**config.mk**
```make
export PLATFORM = sky130hd
export DESIGN_NAME = periodic_timer_table
export DESIGN_NICKNAME = d
export VERILOG_FILES = /design/src/sv/ptt_pkg.sv /design/src/sv/ptt_ram.sv /design/src/sv/ptt_ctrl.sv /design/src/sv/ptt_dp.sv /design/src/sv/periodic_timer_table.sv
export SDC_FILE = /design/constraint.sdc
export NUM_CORES = 2
export LEC_CHECK = 0
export BUFFER_PORTS_ARGS = -buffer_cell sky130_fd_sc_hd__buf_2
export CAP_MARGIN = 20
export CORE_MARGIN = 2
export CORE_UTILIZATION = 30
export DETAILED_ROUTE_END_ITERATION = 16
export GPL_TIMING_DRIVEN = 0
export HOLD_SLACK_MARGIN = 0.06
export PLACE_DENSITY_LB_ADDON = 0.1
export SLEW_MARGIN = 40
export SYNTH_ARGS = -nofsm -noshare
export SYNTH_HDL_FRONTEND = slang
export SYNTH_SLANG_ARGS = --single-unit
export TNS_END_PERCENT = 10
```
**constraint.sdc**
```tcl
create_clock -name aclk -period 20.1 [get_ports aclk]
set_clock_uncertainty 0.2 [all_clocks]
set_input_delay 0 -clock aclk [delete_from_list [all_inputs] [get_ports aclk]]
set_output_delay 0 -clock aclk [all_outputs]
set_load 0.03 [all_outputs]
```
**src/sv/ptt_pkg.sv**
```systemverilog
package ptt_pkg;

    localparam int SLOTS_DEF   = 16;
    localparam int TIME_W      = 64;
    localparam int PERIOD_W    = 32;
    localparam int SLOT_FW     = 4;
    localparam int KEEP_W      = 16;
    localparam int REQ_W       = 2;
    localparam int KIND_W      = 3;
    localparam int ERR_W       = 2;
    localparam int GATE_W      = 32;
    localparam int S_TDATA_W   = 120;
    localparam int M_TDATA_W   = 8;
    localparam int PADDR_W     = 3;
    localparam int PDATA_W     = 32;

    localparam logic [19:0]       US_PER_S    = 20'd1000000;
    localparam logic [GATE_W-1:0] GATE_RESET  = 32'd1000000;
    localparam logic [0:0]        REG_TICK_GATE = 1'b0;

    typedef enum logic [REQ_W-1:0] {
        REQ_TICK       = 2'd0,
        REQ_REGISTER   = 2'd1,
        REQ_UNREGISTER = 2'd2,
        REQ_NONE       = 2'd3
    } req_t;

    typedef enum logic [KIND_W-1:0] {
        KIND_REG    = 3'd0,
        KIND_FIRE   = 3'd1,
        KIND_REMOVE = 3'd2,
        KIND_ERR    = 3'd3,
        KIND_DONE   = 3'd4
    } kind_t;

    typedef enum logic [ERR_W-1:0] {
        ERR_NONE          = 2'd0,
        ERR_ZERO_INTERVAL = 2'd1,
        ERR_TABLE_FULL    = 2'd2
    } err_t;

    typedef enum logic [2:0] {
        EMIT_NONE,
        EMIT_REG,
        EMIT_ERR_ZERO,
        EMIT_ERR_FULL,
        EMIT_REMOVE,
        EMIT_DONE,
        EMIT_FIRE
    } emit_t;

    typedef enum logic [2:0] {
        ST_IDLE,
        ST_DECODE,
        ST_SCAN_RD,
        ST_SCAN_MUL,
        ST_SCAN_CMP,
        ST_PASS_DONE
    } state_t;

    typedef struct packed {
        logic  load;
        emit_t emit;
        logic  do_register;
        logic  do_unreg;
        logic  first_tick;
        logic  pass_start;
        logic  rd_issue;
        logic  mul_stage;
        logic  fire;
        logic  idx_inc;
    } cmd_t;

    typedef struct packed {
        req_t req;
        logic interval_zero;
        logic free_any;
        logic pass_seen;
        logic gate_ok;
        logic cur_busy;
        logic elapsed;
        logic idx_last;
        logic out_free;
    } sts_t;

endpackage

```
**src/sv/ptt_ram.sv**
```systemverilog
module ptt_ram #(
    parameter int WIDTH = 96,
    parameter int DEPTH = 16
) (
    input  logic                                       aclk,
    input  logic                                       we,
    input  logic [((DEPTH > 1) ? $clog2(DEPTH) : 1)-1:0] waddr,
    input  logic [WIDTH-1:0]                           wdata,
    input  logic                                       re,
    input  logic [((DEPTH > 1) ? $clog2(DEPTH) : 1)-1:0] raddr,
    output logic [WIDTH-1:0]                           rdata
);

    logic [WIDTH-1:0] mem [DEPTH];

    always_ff @(posedge aclk) begin
        if (we) begin
            mem[waddr] <= wdata;
        end
        if (re) begin
            rdata <= mem[raddr];
        end
    end

endmodule

```
**src/sv/ptt_ctrl.sv**
```systemverilog
module ptt_ctrl (
    input  logic          aclk,
    input  logic          aresetn,
    input  logic          s_valid,
    output logic          s_ready,
    input  ptt_pkg::sts_t sts,
    output ptt_pkg::cmd_t cmd
);

    ptt_pkg::state_t state_reg, state_next;

    always_ff @(posedge aclk) begin
        if (!aresetn) begin
            state_reg <= ptt_pkg::ST_IDLE;
        end else begin
            state_reg <= state_next;
        end
    end

    always_comb begin
        state_next = state_reg;
        case (state_reg)
            ptt_pkg::ST_IDLE: begin
                if (s_valid) begin
                    state_next = ptt_pkg::ST_DECODE;
                end
            end
            ptt_pkg::ST_DECODE: begin
                if (sts.req == ptt_pkg::REQ_TICK && sts.pass_seen && sts.gate_ok) begin
                    state_next = ptt_pkg::ST_SCAN_RD;
                end else if (sts.out_free) begin
                    state_next = ptt_pkg::ST_IDLE;
                end
            end
            ptt_pkg::ST_SCAN_RD: begin
                if (sts.cur_busy) begin
                    state_next = ptt_pkg::ST_SCAN_MUL;
                end else if (sts.idx_last) begin
                    state_next = ptt_pkg::ST_PASS_DONE;
                end
            end
            ptt_pkg::ST_SCAN_MUL: begin
                state_next = ptt_pkg::ST_SCAN_CMP;
            end
            ptt_pkg::ST_SCAN_CMP: begin
                if (!sts.elapsed || sts.out_free) begin
                    state_next = sts.idx_last ? ptt_pkg::ST_PASS_DONE : ptt_pkg::ST_SCAN_RD;
                end
            end
            ptt_pkg::ST_PASS_DONE: begin
                if (sts.out_free) begin
                    state_next = ptt_pkg::ST_IDLE;
                end
            end
            default: begin
                state_next = ptt_pkg::ST_IDLE;
            end
        endcase
    end

    always_comb begin
        cmd      = '0;
        cmd.emit = ptt_pkg::EMIT_NONE;
        s_ready  = 1'b0;
        case (state_reg)
            ptt_pkg::ST_IDLE: begin
                // refuse requests while reset is held
                s_ready  = aresetn;
                cmd.load = s_valid && aresetn;
            end
            ptt_pkg::ST_DECODE: begin
                case (sts.req)
                    ptt_pkg::REQ_REGISTER: begin
                        if (sts.out_free) begin
                            if (sts.interval_zero) begin
                                cmd.emit = ptt_pkg::EMIT_ERR_ZERO;
                            end else if (!sts.free_any) begin
                                cmd.emit = ptt_pkg::EMIT_ERR_FULL;
                            end else begin
                                cmd.do_register = 1'b1;
                                cmd.emit        = ptt_pkg::EMIT_REG;
                            end
                        end
                    end
                    ptt_pkg::REQ_UNREGISTER: begin
                        if (sts.out_free) begin
                            cmd.do_unreg = 1'b1;
                            cmd.emit     = ptt_pkg::EMIT_REMOVE;
                        end
                    end
                    ptt_pkg::REQ_TICK: begin
                        if (!sts.pass_seen) begin
                            if (sts.out_free) begin
                                cmd.first_tick = 1'b1;
                                cmd.emit       = ptt_pkg::EMIT_DONE;
                            end
                        end else if (!sts.gate_ok) begin
                            if (sts.out_free) begin
                                cmd.emit = ptt_pkg::EMIT_DONE;
                            end
                        end else begin
                            cmd.pass_start = 1'b1;
                        end
                    end
                    default: begin
                        if (sts.out_free) begin
                            cmd.emit = ptt_pkg::EMIT_DONE;
                        end
                    end
                endcase
            end
            ptt_pkg::ST_SCAN_RD: begin
                if (sts.cur_busy) begin
                    cmd.rd_issue = 1'b1;
                end else if (!sts.idx_last) begin
                    cmd.idx_inc = 1'b1;
                end
            end
            ptt_pkg::ST_SCAN_MUL: begin
                cmd.mul_stage = 1'b1;
            end
            ptt_pkg::ST_SCAN_CMP: begin
                if (sts.elapsed && sts.out_free) begin
                    cmd.fire = 1'b1;
                    cmd.emit = ptt_pkg::EMIT_FIRE;
                end
                if ((!sts.elapsed || sts.out_free) && !sts.idx_last) begin
                    cmd.idx_inc = 1'b1;
                end
            end
            ptt_pkg::ST_PASS_DONE: begin
                if (sts.out_free) begin
                    cmd.emit = ptt_pkg::EMIT_DONE;
                end
            end
            default: begin
                s_ready = 1'b0;
            end
        endcase
    end

endmodule

```
**src/sv/ptt_dp.sv**
```systemverilog
module ptt_dp #(
    parameter int SLOTS = ptt_pkg::SLOTS_DEF
) (
    input  logic                            aclk,
    input  logic                            aresetn,
    input  ptt_pkg::cmd_t                   cmd,
    output ptt_pkg::sts_t                   sts,
    input  logic [ptt_pkg::REQ_W-1:0]       in_req_type,
    input  logic [ptt_pkg::TIME_W-1:0]      in_now_us,
    input  logic [ptt_pkg::PERIOD_W-1:0]    in_interval_s,
    input  logic [ptt_pkg::SLOT_FW-1:0]     in_slot_id,
    input  logic [ptt_pkg::KEEP_W-1:0]      in_keep_mask,
    input  logic                            cfg_we,
    input  logic [ptt_pkg::GATE_W-1:0]      cfg_wdata,
    output logic [ptt_pkg::GATE_W-1:0]      cfg_gate,
    input  logic                            out_ready,
    output logic                            out_valid,
    output logic [ptt_pkg::KIND_W-1:0]      out_kind,
    output logic [ptt_pkg::SLOT_FW-1:0]     out_slot,
    output logic                            out_dropped,
    output logic [ptt_pkg::ERR_W-1:0]       out_error_code,
    output logic                            out_last
);

    localparam int SW    = (SLOTS > 1) ? $clog2(SLOTS) : 1;
    localparam int RAM_W = ptt_pkg::PERIOD_W + ptt_pkg::TIME_W;

    // captured request
    ptt_pkg::req_t                 req_reg;
    logic [ptt_pkg::TIME_W-1:0]    now_reg;
    logic [ptt_pkg::PERIOD_W-1:0]  interval_reg;
    logic [ptt_pkg::SLOT_FW-1:0]   slot_id_reg;
    logic [ptt_pkg::KEEP_W-1:0]    keep_reg;

    logic [ptt_pkg::GATE_W-1:0]    gate_reg;
    logic [ptt_pkg::TIME_W-1:0]    last_pass_reg;
    logic                          pass_seen_reg;

    logic [SLOTS-1:0]              busy_reg, busy_next;
    logic [SW-1:0]                 free_hi_reg, free_hi_next;
    logic                          free_any_reg, free_any_next;
    logic [SW-1:0]                 idx_reg;

    logic [ptt_pkg::TIME_W-1:0]    prod_reg;
    logic [ptt_pkg::TIME_W-1:0]    diff_reg;

    logic                          ram_we;
    logic [SW-1:0]                 ram_waddr;
    logic [RAM_W-1:0]              ram_wdata;
    logic [RAM_W-1:0]              ram_rdata;
    logic [ptt_pkg::PERIOD_W-1:0]  rd_period;
    logic [ptt_pkg::TIME_W-1:0]    rd_start;

    logic [SLOTS-1:0]              keep_vec;
    logic                          kept_cur;
    logic                          gate_ok;

    logic                          out_valid_reg;
    ptt_pkg::kind_t                out_kind_reg, out_kind_next;
    logic [ptt_pkg::SLOT_FW-1:0]   out_slot_reg, out_slot_next;
    logic                          out_dropped_reg, out_dropped_next;
    ptt_pkg::err_t                 out_err_reg, out_err_next;
    logic                          out_last_reg, out_last_next;

    always_ff @(posedge aclk) begin
        if (cmd.load) begin
            req_reg      <= ptt_pkg::req_t'(in_req_type);
            now_reg      <= in_now_us;
            interval_reg <= in_interval_s;
            slot_id_reg  <= in_slot_id;
            keep_reg     <= in_keep_mask;
        end
    end

    always_ff @(posedge aclk) begin
        if (!aresetn) begin
            gate_reg <= ptt_pkg::GATE_RESET;
        end else if (cfg_we) begin
            gate_reg <= cfg_wdata;
        end
    end

    assign cfg_gate = gate_reg;

    // wrapping difference against the gate
    assign gate_ok = (now_reg - last_pass_reg) >= {32'd0, gate_reg};

    always_ff @(posedge aclk) begin
        if (!aresetn) begin
            last_pass_reg <= '0;
            pass_seen_reg <= 1'b0;
        end else if (cmd.first_tick || cmd.pass_start) begin
            last_pass_reg <= now_reg;
            pass_seen_reg <= 1'b1;
        end
    end

    for (genvar g = 0; g < SLOTS; g++) begin : g_keep
        if (g < ptt_pkg::KEEP_W) begin : g_in
            assign keep_vec[g] = keep_reg[g];
        end else begin : g_out
            assign keep_vec[g] = 1'b0;
        end
    end

    assign kept_cur = keep_vec[idx_reg];

    always_comb begin
        for (int i = 0; i < SLOTS; i++) begin
            busy_next[i] = busy_reg[i];
            if (cmd.do_register && free_hi_reg == SW'(i)) begin
                busy_next[i] = 1'b1;
            end
            if (cmd.do_unreg && 32'(slot_id_reg) == i) begin
                busy_next[i] = 1'b0;
            end
            if (cmd.fire && !kept_cur && idx_reg == SW'(i)) begin
                busy_next[i] = 1'b0;
            end
        end
    end

    // highest free slot, registered from the busy bits of the previous cycle
    always_comb begin
        free_hi_next  = '0;
        free_any_next = 1'b0;
        for (int i = 0; i < SLOTS; i++) begin
            if (!busy_reg[i]) begin
                free_hi_next  = SW'(i);
                free_any_next = 1'b1;
            end
        end
    end

    always_ff @(posedge aclk) begin
        if (!aresetn) begin
            busy_reg     <= '0;
            free_hi_reg  <= SW'(SLOTS - 1);
            free_any_reg <= 1'b1;
        end else begin
            busy_reg     <= busy_next;
            free_hi_reg  <= free_hi_next;
            free_any_reg <= free_any_next;
        end
    end

    always_ff @(posedge aclk) begin
        if (!aresetn) begin
            idx_reg <= '0;
        end else if (cmd.pass_start) begin
            idx_reg <= '0;
        end else if (cmd.idx_inc) begin
            idx_reg <= idx_reg + SW'(1);
        end
    end

    assign ram_we    = cmd.do_register || (cmd.fire && kept_cur);
    assign ram_waddr = cmd.do_register ? free_hi_reg : idx_reg;
    assign ram_wdata = cmd.do_register ? {interval_reg, now_reg} : {rd_period, now_reg};

    ptt_ram #(
        .WIDTH (RAM_W),
        .DEPTH (SLOTS)
    ) u_ram (
        .aclk  (aclk),
        .we    (ram_we),
        .waddr (ram_waddr),
        .wdata (ram_wdata),
        .re    (cmd.rd_issue),
        .raddr (idx_reg),
        .rdata (ram_rdata)
    );

    assign rd_period = ram_rdata[RAM_W-1:ptt_pkg::TIME_W];
    assign rd_start  = ram_rdata[ptt_pkg::TIME_W-1:0];

    // widen both operands so the product keeps all of its bits
    always_ff @(posedge aclk) begin
        if (cmd.mul_stage) begin
            prod_reg <= ptt_pkg::TIME_W'(rd_period) * ptt_pkg::TIME_W'(ptt_pkg::US_PER_S);
            diff_reg <= now_reg - rd_start;
        end
    end

    always_comb begin
        out_kind_next    = ptt_pkg::KIND_DONE;
        out_slot_next    = '0;
        out_dropped_next = 1'b0;
        out_err_next     = ptt_pkg::ERR_NONE;
        out_last_next    = 1'b1;
        case (cmd.emit)
            ptt_pkg::EMIT_REG: begin
                out_kind_next = ptt_pkg::KIND_REG;
                out_slot_next = ptt_pkg::SLOT_FW'(free_hi_reg);
            end
            ptt_pkg::EMIT_ERR_ZERO: begin
                out_kind_next = ptt_pkg::KIND_ERR;
                out_err_next  = ptt_pkg::ERR_ZERO_INTERVAL;
            end
            ptt_pkg::EMIT_ERR_FULL: begin
                out_kind_next = ptt_pkg::KIND_ERR;
                out_err_next  = ptt_pkg::ERR_TABLE_FULL;
            end
            ptt_pkg::EMIT_REMOVE: begin
                out_kind_next = ptt_pkg::KIND_REMOVE;
                out_slot_next = slot_id_reg;
            end
            ptt_pkg::EMIT_FIRE: begin
                out_kind_next    = ptt_pkg::KIND_FIRE;
                out_slot_next    = ptt_pkg::SLOT_FW'(idx_reg);
                out_dropped_next = !kept_cur;
                out_last_next    = 1'b0;
            end
            default: begin
                out_kind_next = ptt_pkg::KIND_DONE;
            end
        endcase
    end

    always_ff @(posedge aclk) begin
        if (!aresetn) begin
            out_valid_reg <= 1'b0;
        end else if (cmd.emit != ptt_pkg::EMIT_NONE) begin
            out_valid_reg <= 1'b1;
        end else if (out_ready) begin
            out_valid_reg <= 1'b0;
        end
    end

    always_ff @(posedge aclk) begin
        if (cmd.emit != ptt_pkg::EMIT_NONE) begin
            out_kind_reg    <= out_kind_next;
            out_slot_reg    <= out_slot_next;
            out_dropped_reg <= out_dropped_next;
            out_err_reg     <= out_err_next;
            out_last_reg    <= out_last_next;
        end
    end

    assign out_valid      = out_valid_reg;
    assign out_kind       = out_kind_reg;
    assign out_slot       = out_slot_reg;
    assign out_dropped    = out_dropped_reg;
    assign out_error_code = out_err_reg;
    assign out_last       = out_last_reg;

    always_comb begin
        sts               = '0;
        sts.req           = req_reg;
        sts.interval_zero = (interval_reg == '0);
        sts.free_any      = free_any_reg;
        sts.pass_seen     = pass_seen_reg;
        sts.gate_ok       = gate_ok;
        sts.cur_busy      = busy_reg[idx_reg];
        sts.elapsed       = (prod_reg <= diff_reg);
        sts.idx_last      = (idx_reg == SW'(SLOTS - 1));
        sts.out_free      = !out_valid_reg || out_ready;
    end

endmodule

```
**src/sv/periodic_timer_table.sv**
```systemverilog
// Channel   Dir  Handshake           Payload
// s_*       in   s_tvalid/s_tready   request: tuser req_type, tdata time/interval/slot/keep
// m_*       out  m_tvalid/m_tready   result: tuser kind, tdata slot/dropped/error, tlast
// APB       in   psel/penable        tick_gate_us at byte address 0, pready tied high
//
// Register, unregister and unknown requests: one result each, emitted from the decode state.
// Tick pass: the scan walks one slot per cycle over idle slots; a busy slot also goes through
// ST_SCAN_MUL for the table read and period multiply, and ST_SCAN_CMP waits on a stalled m_*.
// Reset (aresetn low, synchronous) empties the table at once: busy flags clear, no sweep.
// m_tready low holds the sequencer on the pending result; one request at a time.
module periodic_timer_table #(
    parameter int SLOTS = ptt_pkg::SLOTS_DEF
) (
    input  logic                             aclk,
    input  logic                             aresetn,
    input  logic                             s_tvalid,
    output logic                             s_tready,
    // [63:0] now_us, [95:64] interval_s, [99:96] slot_id, [115:100] keep_mask, [119:116] zero
    input  logic [ptt_pkg::S_TDATA_W-1:0]    s_tdata,
    // [1:0] req_type
    input  logic [ptt_pkg::REQ_W-1:0]        s_tuser,
    output logic                             m_tvalid,
    input  logic                             m_tready,
    // [3:0] slot, [4] dropped, [6:5] error_code, [7] zero
    output logic [ptt_pkg::M_TDATA_W-1:0]    m_tdata,
    // [2:0] kind
    output logic [ptt_pkg::KIND_W-1:0]       m_tuser,
    output logic                             m_tlast,
    input  logic                             psel,
    input  logic                             penable,
    input  logic                             pwrite,
    input  logic [ptt_pkg::PADDR_W-1:0]      paddr,
    input  logic [ptt_pkg::PDATA_W-1:0]      pwdata,
    output logic [ptt_pkg::PDATA_W-1:0]      prdata,
    output logic                             pready
);

    ptt_pkg::cmd_t                   cmd;
    ptt_pkg::sts_t                   sts;
    logic                            cfg_hit;
    logic                            cfg_we;
    logic [ptt_pkg::GATE_W-1:0]      cfg_gate;
    logic [ptt_pkg::SLOT_FW-1:0]     out_slot;
    logic                            out_dropped;
    logic [ptt_pkg::ERR_W-1:0]       out_error_code;

    assign pready  = 1'b1;
    assign cfg_hit = (paddr[ptt_pkg::PADDR_W-1:2] == ptt_pkg::REG_TICK_GATE);
    assign cfg_we  = psel && penable && pwrite && pready && cfg_hit;
    assign prdata  = cfg_hit ? cfg_gate : '0;

    ptt_ctrl u_ctrl (
        .aclk    (aclk),
        .aresetn (aresetn),
        .s_valid (s_tvalid),
        .s_ready (s_tready),
        .sts     (sts),
        .cmd     (cmd)
    );

    ptt_dp #(
        .SLOTS (SLOTS)
    ) u_dp (
        .aclk           (aclk),
        .aresetn        (aresetn),
        .cmd            (cmd),
        .sts            (sts),
        .in_req_type    (s_tuser),
        .in_now_us      (s_tdata[63:0]),
        .in_interval_s  (s_tdata[95:64]),
        .in_slot_id     (s_tdata[99:96]),
        .in_keep_mask   (s_tdata[115:100]),
        .cfg_we         (cfg_we),
        .cfg_wdata      (pwdata),
        .cfg_gate       (cfg_gate),
        .out_ready      (m_tready),
        .out_valid      (m_tvalid),
        .out_kind       (m_tuser),
        .out_slot       (out_slot),
        .out_dropped    (out_dropped),
        .out_error_code (out_error_code),
        .out_last       (m_tlast)
    );

    assign m_tdata = {1'b0, out_error_code, out_dropped, out_slot};

endmodule

```
==> out/results.ini <==
[pwr]
power.density_mw_per_mm2 = 81.9
comb_power_share_pct = 4.9
p_seq_share_pct = 49.7
p_sw_share_pct = 22.3
ir_drop_v = 0.0000732
p_sw_uw = 2070
power.share.clock_pct = 45.4
total_power_uw = 9270
p_int_uw = 7200
leakagePower_uw = 0.0394

[grt]
antenna_found_initial = 9
grt-ovfl-total = 0
grt_pass1_wl_um = 410000
grt_pass1_vias = 56283
grt_max_degree = 32
grt_usage_pct = 18.3

[critical_path]
cp_num_buf_inv = 11
r2r-end = u_dp.u_ram.mem[2][25]
cp-startpoint = u_dp.now_reg[0]
crit_path_max_incr_delay_ns = 0.61
worstReg2RegStart = u_dp.now_reg[0]
arrival_ns = 10.42
cp_max_fo = 13
cp_top_family = compound AO/OA/AOI/OAI gates
required_ns = 20.48
cp-end-kind = flip-flop
worstSetupEndpoint = u_dp.u_ram.mem[2][25]
cpMostUsedCell = buf_8
criticalPathCategory = reg2reg
startpoint_type = flip-flop
r2r_slack_ns = 10.06
cp.depth = 36
r2r_cells = 36
cp_slowest_cell = edfxtp_1

[synth]
synth_seq_cells = 1997
synth_most_common_cell = edfxtp_1
synth_top_family_by_area = multiplexers
synth_common_cells = edfxtp_1, inv_1, mux4_2, ha_1, a21oi_1
synth_compound_area_share_pct = 6.32
syn_area_per_cell_sq_um = 16.1
netlist-cell-type-count = 99
synth-xor-area-share_pct = 1.18
ys_seq_area_share_pct = 64.3
ys.flop_type = edfxtp_1
synth_area_sq_mm = 0.0913
muxShareOfSynthArea_pct = 12.3
synthTopCellsByArea = edfxtp_1, mux4_2, ha_1
synth_top_cell_by_area = edfxtp_1
synth-simple-area-share_pct = 4.69
async_reset_ff_share_pct = 0
synthAdderAreaFrac_pct = 7.95
synth_fp_nets = 6327
synth_edf_count = 1871
synthCells = 5665
netlist.area_leader.share_pct = 61.5
yosys_warnings = 0

[sta]
fmax_mhz = 99.6
tightest_slew_ns = 0.964
hold_violations = 0
slew_headroom_pct = 35.8
finalWorstSetupSlack_ns = 10.06
slew_violations = 0
final.min_clock_period_ns = 10.04
setup_viol = 0
rsz0062_at_grt = no
finalCritPeriodShare_pct = 50.0

[floorplan]
die_y_um = 556
rows = 202
die_area_sq_mm = 0.309
die_w_um = 556
core_sq_mm = 0.303
io_pins = 211
initial_core_util_pct = 30.2

[clock_network]
cts-root-buf = clkbuf_16
htree_levels = 4
numCtsBuffers = 226
clkSinkCount = 1997
cts_tree = done
clk_path_buf_depth = 4
post_cts_buffers = 0
clock_latency_ns = 0.92
clkTransAtPathRegs_ns = 0.06

[routing]
vias = 54025
wl_met1_um = 130000
top_layer = met4
routed_wl_um = 286000
drt-initial-drc-count = 4350
drt_drc_violations_left = 0
ant_nets = 0
met3WireLength_um = 9960
via_per_inst = 4.95
detail_route.wl_per_cell_um = 26.1
drt_pass1_iterations = 6
met2WireLength_um = 139000

[placed_design]
io_buffers = 201
dpl_worst_slack_ns = 10.02
dp.cells = 10077
gp_congestion = 0.856
hpwl_um = 209000

[job]
cap_violations = 0

[final_layout]
largest_reg_flops = 1536
drive_above_1_share_pct = 22.3
utilization_pct = 37.4
largest_register = u_dp.u_ram.mem
finalNonFillerCells = 10923
layout.nets = 7409
regArea_sq_mm = 0.0587
multiInputGateArea_sq_mm = 0.0300
syn2layout_area_growth_pct = 24.0
num-fill-cells = 28400
largestRegisters = u_dp.u_ram.mem: 1536 flops, u_dp.u_ram.rdata: 96 flops

[hold_path]
min-delay-path-class = in2reg

[status]
outcome = finished, final reports clean

==> worst min path at each step <==
stage | from | endpoint | slack, ns | cells after the start
global placement | s_tdata[43] | u_dp.now_reg[43] | -0.02 | 1
CTS | s_tdata[111] | u_dp.keep_reg[11] | 0.06 | 3
floorplan | s_tdata[64] | u_dp.interval_reg[0] | -0.10 | 0
detailed placement | s_tdata[46] | u_dp.now_reg[46] | -0.02 | 1
global route | s_tdata[57] | u_dp.now_reg[57] | 0.11 | 3
finish | s_tdata[37] | u_dp.now_reg[37] | 0.14 | 3
==> power by group through the flow <==
| stage | clock (uW) | sequential [uW] | combinational (uW) |
|---|---|---|---|
| floorplan | 0 | 4700 | 219 |
| detailed placement | 0 | 4710 | 387 |
| global route | 4470 | 4610 | 496 |
| CTS | 4320 | 4620 | 441 |
| finish | 4210 | 4610 | 455 |
| global placement | 0 | 4740 | 348 |
==> logic make-up (layout without fill, tap and decap cells) <==
family | Yosys count | count (layout)
and+or+nand+nor | 871 | 871
DFF | 1997 | 1997
other | 2 | 8
muxes | 511 | 511
adders and majority gates | 498 | 498
buffers and inverters | 757 | 2031
AOI/OAI and AO/OA | 906 | 906
xor gates and xnor gates | 123 | 123
==> per-stage QoR <==
step	instance area (sq um)	TNS, ns	hold slack [ns]
after floorplan	91300	0	-0.101
after global placement	97300	-6562.26	-0.0232
after detailed placement	101000	0	-0.0219
after CTS	113000	0	0.0603
after global routing	113000	0	0.110
final	113000	0	0.139
==> placed cells by master (no fill, tap or decap), drive strengths merged, types with 24 or more instances in the layout <==
cell         count
fa             137
o21ai          218
nand4           58
dlygate4sd3    394
mux4           490
a31oi           35
buf            539
nor3            48
clkbuf         432
o21a            36
nor2b           27
dfxtp          126
clkinv          94
xor2            44
xnor2           79
a21o           104
nor2           218
inv            541
a21oi          288
a211oi          40
bufinv          24
ha             361
and3            25
edfxtp        1871
nand2b          34
nor4            28
nand2          209
nand3          154
==> cell type report <==
| cell class | instances | share of cell area (%) |
|---|---|---|
| Timing Repair Buffer | 854 | 7.86 |
| Multi-Input combinational cell | 2911 | 26.5 |
| Antenna cell | 6 | 0.0133 |
| Sequential cell | 1997 | 51.9 |
| Clock buffer | 286 | 5.35 |
| Buffer | 225 | 0.959 |
| Clock inverter | 134 | 1.27 |
| Inverter | 532 | 1.76 |
| Tap cell | 3978 | 4.40 |
==> routing by layer <==
layer | vias up | GRT usage (%)
li1 | 24195 | -
met1 | 28294 | 25.3
met2 | 1173 | 30.8
met3 | 363 | 1.82
met4 | 0 | 4.69
met5 | - | 0
==> repair_timing <==
item                                   4_1_cts  5_1_grt
resized for setup                            0        0
endpoints found under the hold margin      302        0
hold buffers                               394        0
==> tightest hold or removal path, delay by kind of cell <==
family,cells,cell delay (ns)
buf+inv,3,1.15
(Power assumes the default switching activity.)
